--- src/sv/wifi_rx_frame_classifier_macros.svh ---
// ----------------------------------------------------------------------------
// Assertion macros for the wifi receive frame classifier
// Clocked, reset-qualified implication checks shared by the RTL modules.
// ----------------------------------------------------------------------------
`ifndef WIFI_RX_FRAME_CLASSIFIER_MACROS_SVH
`define WIFI_RX_FRAME_CLASSIFIER_MACROS_SVH

// Same-cycle implication: cons must hold whenever ante holds.
`define WRFC_ASSERT_IMP(lbl, clk, rst_n, ante, cons, msg) \
    lbl: assert property (@(posedge clk) disable iff (!(rst_n)) (ante) |-> (cons)) \
        else $error(msg);

// Next-cycle implication: cons must hold in the cycle after ante.
`define WRFC_ASSERT_NXT(lbl, clk, rst_n, ante, cons, msg) \
    lbl: assert property (@(posedge clk) disable iff (!(rst_n)) (ante) |=> (cons)) \
        else $error(msg);

`endif

--- src/sv/wrfc_pkg.sv ---
// ----------------------------------------------------------------------------
// wrfc_pkg
// Shared types and codes for the wifi receive frame classifier.
// ----------------------------------------------------------------------------
package wrfc_pkg;

    localparam int MAC_W = 48;

    // item kinds carried on s_tuser
    typedef enum logic [1:0] {
        OP_CLASSIFY = 2'd0,
        OP_WR_LOCAL = 2'd1,
        OP_WR_PEER  = 2'd2,
        OP_UNUSED   = 2'd3
    } t_opcode;

    // write request into the address tables
    typedef struct packed {
        logic             en;
        logic             sel_peer;
        logic [2:0]       idx;
        logic [MAC_W-1:0] mac;
    } t_tbl_wr;

    // scan request: source address and number of entries to walk per table
    typedef struct packed {
        logic             start;
        logic [MAC_W-1:0] sa;
        logic [3:0]       nl;
        logic [3:0]       np;
    } t_scan_req;

    typedef struct packed {
        logic done;
        logic hit_local;
        logic hit_peer;
    } t_scan_rsp;

endpackage

--- src/sv/wrfc_tables.sv ---
// ----------------------------------------------------------------------------
// wrfc_tables
// Local and peer source-address memories with a sequential lookup walk.
// ----------------------------------------------------------------------------
`include "wifi_rx_frame_classifier_macros.svh"

module wrfc_tables #(
    parameter int TABLE_DEPTH = 8
) (
    input  logic               i_clk,
    input  logic               i_rst_n,
    input  wrfc_pkg::t_tbl_wr   i_wr,
    input  wrfc_pkg::t_scan_req i_req,
    output wrfc_pkg::t_scan_rsp o_rsp
);
    import wrfc_pkg::*;

    localparam int AW = (TABLE_DEPTH > 1) ? $clog2(TABLE_DEPTH) : 1;

    typedef enum logic {
        T_IDLE,
        T_SCAN
    } t_tstate;

    logic [MAC_W-1:0] local_mem [TABLE_DEPTH];
    logic [MAC_W-1:0] peer_mem  [TABLE_DEPTH];

    t_tstate          r_state;
    logic [3:0]       r_cnt;
    logic [3:0]       r_span;
    logic [3:0]       r_nl;
    logic [3:0]       r_np;
    logic [MAC_W-1:0] r_sa;
    logic             r_lv;
    logic             r_pv;
    logic             r_hit_l;
    logic             r_hit_p;
    logic             r_done;
    logic [MAC_W-1:0] r_loc_q;
    logic [MAC_W-1:0] r_peer_q;

    logic             w_wr_ok;
    logic [AW-1:0]    w_wr_addr;
    logic [AW-1:0]    w_rd_addr;
    logic             w_issue;
    logic [MAC_W-1:0] w_peer_exp;

    assign w_wr_ok   = int'(i_wr.idx) < TABLE_DEPTH;
    assign w_wr_addr = AW'(i_wr.idx);
    assign w_rd_addr = AW'(r_cnt);
    assign w_issue   = (r_state == T_SCAN) && (r_cnt != r_span);

    // peer entries are stored half-swapped, except when only the lower half is nonzero
    always_comb begin
        if (r_peer_q[47:24] == 24'd0 && r_peer_q[23:0] != 24'd0) begin
            w_peer_exp = r_peer_q;
        end else begin
            w_peer_exp = {r_peer_q[23:0], r_peer_q[47:24]};
        end
    end

    // memories: one write port, one registered read port each
    always_ff @(posedge i_clk) begin
        if (i_wr.en && w_wr_ok) begin
            if (i_wr.sel_peer) begin
                peer_mem[w_wr_addr] <= i_wr.mac;
            end else begin
                local_mem[w_wr_addr] <= i_wr.mac;
            end
        end
        if (w_issue) begin
            r_loc_q  <= local_mem[w_rd_addr];
            r_peer_q <= peer_mem[w_rd_addr];
        end
    end

    // walk: issue read n, compare read n-1
    always_ff @(posedge i_clk) begin
        if (!i_rst_n) begin
            r_state <= T_IDLE;
            r_cnt   <= '0;
            r_span  <= '0;
            r_nl    <= '0;
            r_np    <= '0;
            r_sa    <= '0;
            r_lv    <= 1'b0;
            r_pv    <= 1'b0;
            r_hit_l <= 1'b0;
            r_hit_p <= 1'b0;
            r_done  <= 1'b0;
        end else begin
            r_done <= 1'b0;
            r_lv   <= 1'b0;
            r_pv   <= 1'b0;
            unique case (r_state)
                T_IDLE: begin
                    if (i_req.start) begin
                        r_sa    <= i_req.sa;
                        r_nl    <= i_req.nl;
                        r_np    <= i_req.np;
                        r_span  <= (i_req.nl > i_req.np) ? i_req.nl : i_req.np;
                        r_cnt   <= '0;
                        r_hit_l <= 1'b0;
                        r_hit_p <= 1'b0;
                        r_state <= T_SCAN;
                    end
                end
                T_SCAN: begin
                    if (r_lv && r_loc_q == r_sa) begin
                        r_hit_l <= 1'b1;
                    end
                    if (r_pv && w_peer_exp == r_sa) begin
                        r_hit_p <= 1'b1;
                    end
                    if (w_issue) begin
                        r_lv  <= r_cnt < r_nl;
                        r_pv  <= r_cnt < r_np;
                        r_cnt <= r_cnt + 4'd1;
                    end else begin
                        r_done  <= 1'b1;
                        r_state <= T_IDLE;
                    end
                end
                default: r_state <= T_IDLE;
            endcase
        end
    end

    assign o_rsp.done      = r_done;
    assign o_rsp.hit_local = r_hit_l;
    assign o_rsp.hit_peer  = r_hit_p;

    `WRFC_ASSERT_IMP(a_start_idle, i_clk, i_rst_n, i_req.start, r_state == T_IDLE, "scan start while busy")
    `WRFC_ASSERT_NXT(a_done_pulse, i_clk, i_rst_n, r_done, !r_done, "done held longer than one cycle")
    `WRFC_ASSERT_IMP(a_cnt_bound, i_clk, i_rst_n, r_state == T_SCAN, r_cnt <= r_span, "walk ran past span")

endmodule

--- src/sv/wifi_rx_frame_classifier.sv ---
// ----------------------------------------------------------------------------
// wifi_rx_frame_classifier
// Receive filter for 802.11 data frame headers with address-table lookup.
// ----------------------------------------------------------------------------
// One result item per input item. Write items (local or peer table slot) and
// the unused kind return an all-zero result through S_OUT and the output
// register. A classify item waits in S_WAIT for the table walk and then goes
// through S_OUT and the output register. Tunnel mode walks nothing; standalone
// mode walks both tables in step, max(local_count, peer_count) entries deep
// (clamped to TABLE_DEPTH), one entry a cycle through single read ports. The
// next item is taken from the cycle after the result is loaded into the output
// register, and the output register lets the block take an item while the
// previous result waits; a new result is only loaded once the old one is gone.
// Table entries have no reset value: only written entries within the counts
// may be looked up. Registers sit on the APB port at byte addresses 0 (mode),
// 8 (bssid), 16 (station_mac), 24 (local_count) and 32 (peer_count), 64-bit
// data; write them only while the block is idle.
// ----------------------------------------------------------------------------
`include "wifi_rx_frame_classifier_macros.svh"

module wifi_rx_frame_classifier #(
    parameter int TABLE_DEPTH = 8
) (
    input  logic         i_clk,
    input  logic         i_rst_n,
    // APB configuration port
    input  logic         psel,
    input  logic         penable,
    input  logic         pwrite,
    input  logic [5:0]   paddr,
    input  logic [63:0]  pwdata,
    output logic [63:0]  prdata,
    output logic         pready,
    // input items
    input  logic         s_tvalid,
    output logic         s_tready,
    // fc[7:0], len[20:8], dest[68:21], src[116:69], bss[164:117],
    // idx[167:165], mac[215:168]
    input  logic [215:0] s_tdata,
    // opcode[1:0]
    input  logic [1:0]   s_tuser,
    // result items
    output logic         m_tvalid,
    input  logic         m_tready,
    // class[1:0], offset[6:2], bssid_match[7], heard[8], zero[15:9]
    output logic [15:0]  m_tdata
);
    import wrfc_pkg::*;

    // register indexes (paddr[5:3])
    localparam logic [2:0] REG_MODE    = 3'd0;
    localparam logic [2:0] REG_BSSID   = 3'd1;
    localparam logic [2:0] REG_STA_MAC = 3'd2;
    localparam logic [2:0] REG_LOC_CNT = 3'd3;
    localparam logic [2:0] REG_PEER_CNT = 3'd4;

    // frame control fields
    localparam logic [7:0] FC_TYPE_MASK = 8'h0C;
    localparam logic [7:0] FC_TYPE_DATA = 8'h08;
    localparam logic [7:0] FC_SUB_MASK  = 8'hF0;
    localparam logic [7:0] FC_SUB_PLAIN = 8'h00;
    localparam logic [7:0] FC_SUB_QOS   = 8'h80;
    localparam logic [4:0] HDR_PLAIN    = 5'd24;
    localparam logic [4:0] HDR_QOS      = 5'd26;
    localparam logic [12:0] ADDR3_END   = 13'd22;
    localparam logic [MAC_W-1:0] MAC_BCAST = '1;

    localparam logic [1:0] CLS_NONE  = 2'd0;
    localparam logic [1:0] CLS_SELF  = 2'd1;
    localparam logic [1:0] CLS_MATCH = 2'd2;

    typedef enum logic [1:0] {
        S_IDLE,
        S_WAIT,
        S_OUT
    } t_state;

    // configuration
    logic             r_mode;
    logic [MAC_W-1:0] r_bssid;
    logic [MAC_W-1:0] r_sta_mac;
    logic [3:0]       r_loc_cnt;
    logic [3:0]       r_peer_cnt;

    // per-item control
    t_state           r_state;
    logic [4:0]       r_hdr;
    logic             r_bss_ok;
    logic             r_da_bc;
    logic             r_sa_self;
    logic             r_hit_l;
    logic             r_hit_p;

    // output register
    logic             r_ovld;
    logic [1:0]       r_cls;
    logic [4:0]       r_off;
    logic             r_bm;
    logic             r_heard;

    // unpacked input fields
    t_opcode          w_op;
    logic [7:0]       w_fc;
    logic [12:0]      w_len;
    logic [MAC_W-1:0] w_da;
    logic [MAC_W-1:0] w_sa;
    logic [MAC_W-1:0] w_a3;
    logic [2:0]       w_idx;
    logic [MAC_W-1:0] w_mac;

    logic             w_cfg_wr;
    logic [2:0]       w_reg;
    logic             w_in_acc;
    logic             w_out_free;
    logic [3:0]       w_nl_eff;
    logic [3:0]       w_np_eff;
    logic [4:0]       w_hdr;
    logic             w_gate;
    logic [1:0]       w_cls;
    logic             w_heard;

    t_tbl_wr          w_tbl_wr;
    t_scan_req        w_req;
    t_scan_rsp        w_rsp;

    assign w_op  = t_opcode'(s_tuser);
    assign w_fc  = s_tdata[7:0];
    assign w_len = s_tdata[20:8];
    assign w_da  = s_tdata[68:21];
    assign w_sa  = s_tdata[116:69];
    assign w_a3  = s_tdata[164:117];
    assign w_idx = s_tdata[167:165];
    assign w_mac = s_tdata[215:168];

    // ---------------- configuration port ----------------
    assign pready   = 1'b1;
    assign w_reg    = paddr[5:3];
    assign w_cfg_wr = psel && penable && pwrite;

    always_comb begin
        unique case (w_reg)
            REG_MODE:     prdata = {63'd0, r_mode};
            REG_BSSID:    prdata = {16'd0, r_bssid};
            REG_STA_MAC:  prdata = {16'd0, r_sta_mac};
            REG_LOC_CNT:  prdata = {60'd0, r_loc_cnt};
            REG_PEER_CNT: prdata = {60'd0, r_peer_cnt};
            default:      prdata = '0;
        endcase
    end

    always_ff @(posedge i_clk) begin
        if (!i_rst_n) begin
            r_mode     <= 1'b0;
            r_bssid    <= '0;
            r_sta_mac  <= '0;
            r_loc_cnt  <= '0;
            r_peer_cnt <= '0;
        end else if (w_cfg_wr) begin
            unique case (w_reg)
                REG_MODE:     r_mode     <= pwdata[0];
                REG_BSSID:    r_bssid    <= pwdata[47:0];
                REG_STA_MAC:  r_sta_mac  <= pwdata[47:0];
                REG_LOC_CNT:  r_loc_cnt  <= pwdata[3:0];
                REG_PEER_CNT: r_peer_cnt <= pwdata[3:0];
                default: ;
            endcase
        end
    end

    // counts above the table depth act as the depth
    assign w_nl_eff = (int'(r_loc_cnt) > TABLE_DEPTH) ? 4'(TABLE_DEPTH) : r_loc_cnt;
    assign w_np_eff = (int'(r_peer_cnt) > TABLE_DEPTH) ? 4'(TABLE_DEPTH) : r_peer_cnt;

    // header length: plain data 24, QoS data 26, anything else 0
    always_comb begin
        w_hdr = 5'd0;
        if (w_len >= 13'(HDR_PLAIN) && (w_fc & FC_TYPE_MASK) == FC_TYPE_DATA) begin
            if ((w_fc & FC_SUB_MASK) == FC_SUB_QOS) begin
                w_hdr = (w_len >= 13'(HDR_QOS)) ? HDR_QOS : 5'd0;
            end else if ((w_fc & FC_SUB_MASK) == FC_SUB_PLAIN) begin
                w_hdr = HDR_PLAIN;
            end
        end
    end

    // ---------------- handshake and table access ----------------
    // a waiting result does not hold the input; it only holds the next load
    assign w_out_free = !r_ovld || m_tready;
    assign s_tready   = (r_state == S_IDLE);
    assign w_in_acc   = s_tvalid && s_tready;

    assign w_tbl_wr.en       = w_in_acc && (w_op == OP_WR_LOCAL || w_op == OP_WR_PEER);
    assign w_tbl_wr.sel_peer = (w_op == OP_WR_PEER);
    assign w_tbl_wr.idx      = w_idx;
    assign w_tbl_wr.mac      = w_mac;

    // tunnel mode needs no walk
    assign w_req.start = w_in_acc && (w_op == OP_CLASSIFY);
    assign w_req.sa    = w_sa;
    assign w_req.nl    = r_mode ? w_nl_eff : 4'd0;
    assign w_req.np    = r_mode ? w_np_eff : 4'd0;

    wrfc_tables #(
        .TABLE_DEPTH (TABLE_DEPTH)
    ) u_tables (
        .i_clk   (i_clk),
        .i_rst_n (i_rst_n),
        .i_wr    (w_tbl_wr),
        .i_req   (w_req),
        .o_rsp   (w_rsp)
    );

    // ---------------- classification ----------------
    assign w_gate = (r_hdr != 5'd0) && r_da_bc && r_bss_ok;

    always_comb begin
        w_cls   = CLS_NONE;
        w_heard = 1'b0;
        if (!r_mode) begin
            w_heard = r_bss_ok;
            if (w_gate) begin
                if (r_sa_self) begin
                    w_cls = CLS_SELF;
                end else if (w_np_eff != 4'd0) begin
                    w_cls = CLS_MATCH;
                end
            end
        end else begin
            w_heard = r_bss_ok && (r_hit_l || r_hit_p);
            if (w_gate) begin
                if (r_hit_l) begin
                    w_cls = CLS_SELF;
                end else if (r_hit_p) begin
                    w_cls = CLS_MATCH;
                end
            end
        end
    end

    // ---------------- sequencer and output register ----------------
    always_ff @(posedge i_clk) begin
        if (!i_rst_n) begin
            r_state   <= S_IDLE;
            r_ovld    <= 1'b0;
            r_hdr     <= '0;
            r_bss_ok  <= 1'b0;
            r_da_bc   <= 1'b0;
            r_sa_self <= 1'b0;
            r_hit_l   <= 1'b0;
            r_hit_p   <= 1'b0;
            r_cls     <= '0;
            r_off     <= '0;
            r_bm      <= 1'b0;
            r_heard   <= 1'b0;
        end else begin
            if (m_tready) begin
                r_ovld <= 1'b0;
            end
            unique case (r_state)
                S_IDLE: begin
                    if (w_in_acc) begin
                        if (w_op == OP_CLASSIFY) begin
                            r_hdr     <= w_hdr;
                            r_bss_ok  <= (w_len >= ADDR3_END) && (w_a3 == r_bssid);
                            r_da_bc   <= (w_da == MAC_BCAST);
                            r_sa_self <= (w_sa == r_sta_mac);
                            r_state   <= S_WAIT;
                        end else begin
                            // table writes and the unused kind give an empty result:
                            // no header and no BSSID match clear every field
                            r_hdr    <= 5'd0;
                            r_bss_ok <= 1'b0;
                            r_state  <= S_OUT;
                        end
                    end
                end
                S_WAIT: begin
                    if (w_rsp.done) begin
                        r_hit_l <= w_rsp.hit_local;
                        r_hit_p <= w_rsp.hit_peer;
                        r_state <= S_OUT;
                    end
                end
                S_OUT: begin
                    if (w_out_free) begin
                        r_ovld  <= 1'b1;
                        r_cls   <= w_cls;
                        r_off   <= (w_cls == CLS_MATCH) ? r_hdr : 5'd0;
                        r_bm    <= r_bss_ok;
                        r_heard <= w_heard;
                        r_state <= S_IDLE;
                    end
                end
                default: r_state <= S_IDLE;
            endcase
        end
    end

    assign m_tvalid = r_ovld;
    assign m_tdata  = {7'd0, r_heard, r_bm, r_off, r_cls};

    `WRFC_ASSERT_IMP(a_done_in_wait, i_clk, i_rst_n, w_rsp.done, r_state == S_WAIT, "done outside wait")
    `WRFC_ASSERT_NXT(a_classify_waits, i_clk, i_rst_n, w_req.start, r_state == S_WAIT, "no lookup")
    `WRFC_ASSERT_IMP(a_match_offset, i_clk, i_rst_n, r_ovld && r_cls == CLS_MATCH, r_off == HDR_PLAIN || r_off == HDR_QOS, "bad offset")
    `WRFC_ASSERT_IMP(a_heard_bssid, i_clk, i_rst_n, r_ovld && r_heard, r_bm, "heard without BSSID match")

endmodule
--- config.mk ---
export PLATFORM = sky130hd
export DESIGN_NAME = wifi_rx_frame_classifier
export DESIGN_NICKNAME = d
export VERILOG_FILES = /design/src/sv/wrfc_pkg.sv /design/src/sv/wrfc_tables.sv /design/src/sv/wifi_rx_frame_classifier.sv
export VERILOG_INCLUDE_DIRS = /design/src /design/src/sv
export SDC_FILE = /design/constraint.sdc
export NUM_CORES = 1
export LEC_CHECK = 0
export BUFFER_PORTS_ARGS = -buffer_cell sky130_fd_sc_hd__buf_2
export CAP_MARGIN = 20
export CORE_ASPECT_RATIO = 0.7
export CORE_MARGIN = 10
export CORE_UTILIZATION = 55
export DETAILED_ROUTE_END_ITERATION = 10
export HOLD_SLACK_MARGIN = 0.03
export PLACE_DENSITY = 0.79
export REMOVE_ABC_BUFFERS = 1
export SLEW_MARGIN = 20
export SYNTH_ARGS = -nofsm -noshare
export SYNTH_HDL_FRONTEND = slang
export SYNTH_SLANG_ARGS = --single-unit
--- constraint.sdc ---
create_clock -name i_clk -period 11.7 [get_ports i_clk]
set_clock_uncertainty 0.2 [all_clocks]
set_input_delay 2.34 -clock i_clk [delete_from_list [all_inputs] [get_ports i_clk]]
set_output_delay 2.34 -clock i_clk [all_outputs]
set_load 0.02 [all_outputs]
==> impl_metrics.yaml <==
clock_network:
  clockRootBuffer: "clkbuf_16"
  numCtsBuffers: 93
  postCtsResizedCells: 0
  htree_num_levels: 3
  holdBufCountCts: 0
  tritoncts: "yes"
  clkLatencyLatePin_ns: 0.68
  clock_path_buffers: 3
  postCtsSetupRepairBufs: 0
  clk_pin_slew_ns: 0.07
  cts_sinks: 1055
sta:
  post-route-period-util_pct: 54.7
  worst_pin_slew_ns: 1.22
  setup_viol: 0
  finalMaxSlewViolations: 0
  slew_headroom_pct: 18.0
  tns_ns: 0
  min_period_ns: 6.39
  hold_viol: 0
  layout_setup_ws_ns: 5.31
  grt_setup_unrepaired: "false"
  fmaxAchievable_mhz: 156
power_and_ir_drop:
  swShare_pct: 20.9
  p_int_mw: 5.90
  switching_power_mw: 1.56
  pwr-share-comb_pct: 3.6
  p_seq_share_pct: 55.2
  ir_worst_vdd_mv: 0.156
  p_clk_share_pct: 41.2
  powerDensity_mw_per_mm2: 153
  cellLeakagePower_nw: 15.9
floorplanning:
  std_cell_rows: 85
  initial_core_util_pct: 55.7
  fp.dieW_um: 354
  pin_count: 378
  die_h_um: 254
  die_area_mm2: 0.0898
  core_area_mm2: 0.0771
run:
  max-cap-violations: 0
detailed_routing:
  drtIter0Drc: 3094
  via_per_inst: 6.18
  final_antenna_net_count: 0
  wl_per_cell_um: 29.7
  dr_total_vias: 25300
  wl_met1_um: 49800
  highest_layer: "met5"
  wl_um: 122000
  dr.pass1.iters: 5
  wl_met2_um: 57700
  drc_errors: 0
  dr_wl_met3_um: 11900
synth:
  yosysWarnings: 0
  synth_cells: 2646
  synth-seq-area-share_pct: 69.4
  yosys_register_bits: 1055
  synth_edf_count: 864
  syn_avg_cell_area_um2: 16.2
  synth_cell_types: 64
  synthFlopType: "edfxtp_1"
  syn-cell-area_mm2: 0.0429
  async_flop_share_pct: 0
global_route:
  antenna_found_initial: 20
  grt_pass1_vias: 25300
  grt_pass1_wl_um: 175000
  grt_max_degree: 115
  gr-usage-all-layers_pct: 26.7
  grt_remaining_overflow: 0
place:
  post_dp_cell_area_mm2: 0.0457
  gp_congestion: 0.974
  hpwlAfterDp_um: 78800
  numPortBuffers: 329
  post-place-ws_ns: 5.36
critical_path:
  path_max_fanout: 49
  critPathLaunchType: "primary input"
  r2r_start: "u_tables.r_cnt[1]$_SDFFE_PN0P_"
  crit_type: "in2out"
  endpoint_kind: "output port"
  worst-endpoint-required_ns: 9.16
  worstPathArrival_ns: 3.85
  cp-startpoint: "paddr[4]"
layout:
  drive_above_1_share_pct: 26.9
  nets: 3281
  area_growth_pct: 13.6
  finalInstanceArea_mm2: 0.0487
hold_path:
  min_from: "u_tables.r_nl[1]$_SDFFE_PN0P_"
  hold_path.class: "reg2reg"
run_status:
  status: "finished, final reports clean"
-- power groups by stage --
stage               Sequential (mW)  Combinational (mW)  Clock, mW
floorplan                      4.19               0.116          0
global placement               4.20               0.254          0
detailed placement             4.20               0.262          0
CTS                            4.12               0.265       3.13
global route                   4.12               0.289       3.27
finish                         4.12               0.267       3.08
-- worst max-delay path: stages --
cell	delay, ns
buf_2	0.18
nor3b_2	0.20
buf_4	0.53
a22o_1	0.23
a221o_1	0.17
buf_2	0.19
-- path summary, 6_finish.rpt --
path                                                         to  slack, ns  cells after the start
worst max-delay path                                  prdata[3]       5.31                      6
worst min-delay path              u_tables.r_nl[1]$_SDFFE_PN0P_       0.27                      2
worst max register to register  u_tables.r_peer_q[22]$_DFFE_PP_       7.53                      4
worst min register to register    u_tables.r_nl[1]$_SDFFE_PN0P_       0.27                      2
-- cell type report --
type,count,area (µm²)
Multi-Input combinational cell,1388,12400
Fill cell,5403,28400
Clock buffer,113,2430
Antenna cell,9,22.5
Timing Repair Buffer,364,1950
Clock inverter,54,594
Tap cell,1044,1310
Sequential cell,1055,29800
Inverter,71,269
-- synthesized netlist by cell type (7+ instances only) --
cell | n | area (µm²)
mux2i_1 | 16 | 160
nor3b_1 | 7 | 52.6
nand2_1 | 334 | 1250
mux4_2 | 192 | 4320
buf_4 | 29 | 218
and2_1 | 12 | 75.1
xor2_1 | 84 | 736
buf_1 | 33 | 124
a21oi_1 | 14 | 70.1
nand4_1 | 38 | 238
ha_1 | 13 | 163
clkbuf_1 | 91 | 342
nor2_1 | 38 | 143
a22o_1 | 53 | 464
nor4_1 | 46 | 288
a221oi_1 | 12 | 105
a21boi_0 | 152 | 1140
dfxtp_1 | 191 | 3820
nand3_1 | 14 | 70.1
nor3_1 | 20 | 100
inv_1 | 71 | 267
mux2_2 | 97 | 1090
edfxtp_1 | 864 | 25900
xnor2_1 | 56 | 490
o21ai_0 | 15 | 75.1
o2111ai_1 | 8 | 70.1
nor2b_1 | 23 | 144
o22ai_1 | 18 | 113
nand2b_1 | 25 | 156
-- cell usage in the layout, fill, tap and decap left out, drive strengths merged, types with 46 or more instances in the layout --
cell type,netlist,layout
edfxtp,864,864
buf,64,364
nand2,334,334
mux4,192,192
dfxtp,191,191
a21boi,152,152
clkbuf,92,113
mux2,97,97
xor2,84,84
inv,71,78
xnor2,56,56
a22o,53,53
nor4,46,46
-- layer usage --
layer,track usage [%],vias up
met1,37.2,13000
met3,7.63,210
met2,41.5,1245
met5,0,-
li1,-,10800
met4,6.32,14
-- stage by stage --
step | util, % | total power [mW] | instances | hold slack [ns]
4_1_cts | 63.1 | 7.51 | 4087 | 0.274
6_report | 63.2 | 7.46 | 4098 | 0.273
3_3_place_gp | 59.2 | 4.45 | 3920 | 0.260
2_1_floorplan | - | 4.31 | 2514 | 0.236
5_1_grt | 63.2 | 7.68 | 4096 | 0.313
3_5_place_dp | 59.2 | 4.46 | 3920 | 0.264
-- cell families after synthesis --
logic type / share of synthesized area, %
adder cells (fa/ha/maj): 0.379
XOR/XNOR: 2.86
AO/OA/AOI/OAI: 5.88
flip-flops: 69.4
other: 0.0175
multiplexers: 13.0
AND/OR/NAND/NOR: 6.24
buffers and inverters: 2.28
-- registers in the layout (all words and copies together), names as in the netlist, 2 cells and up --
name,cells
u_tables.r_sa,48
r_off,2
r_bssid,48
u_tables.r_np,4
u_tables.r_peer_q,48
r_peer_cnt,4
u_tables.peer_mem,384
r_sta_mac,48
u_tables.r_nl,4
r_hdr,2
u_tables.r_span,4
r_loc_cnt,4
u_tables.r_cnt,4
u_tables.r_loc_q,48
r_state,2
u_tables.local_mem,384
r_cls,2
Power figures use the tool's default switching activity.
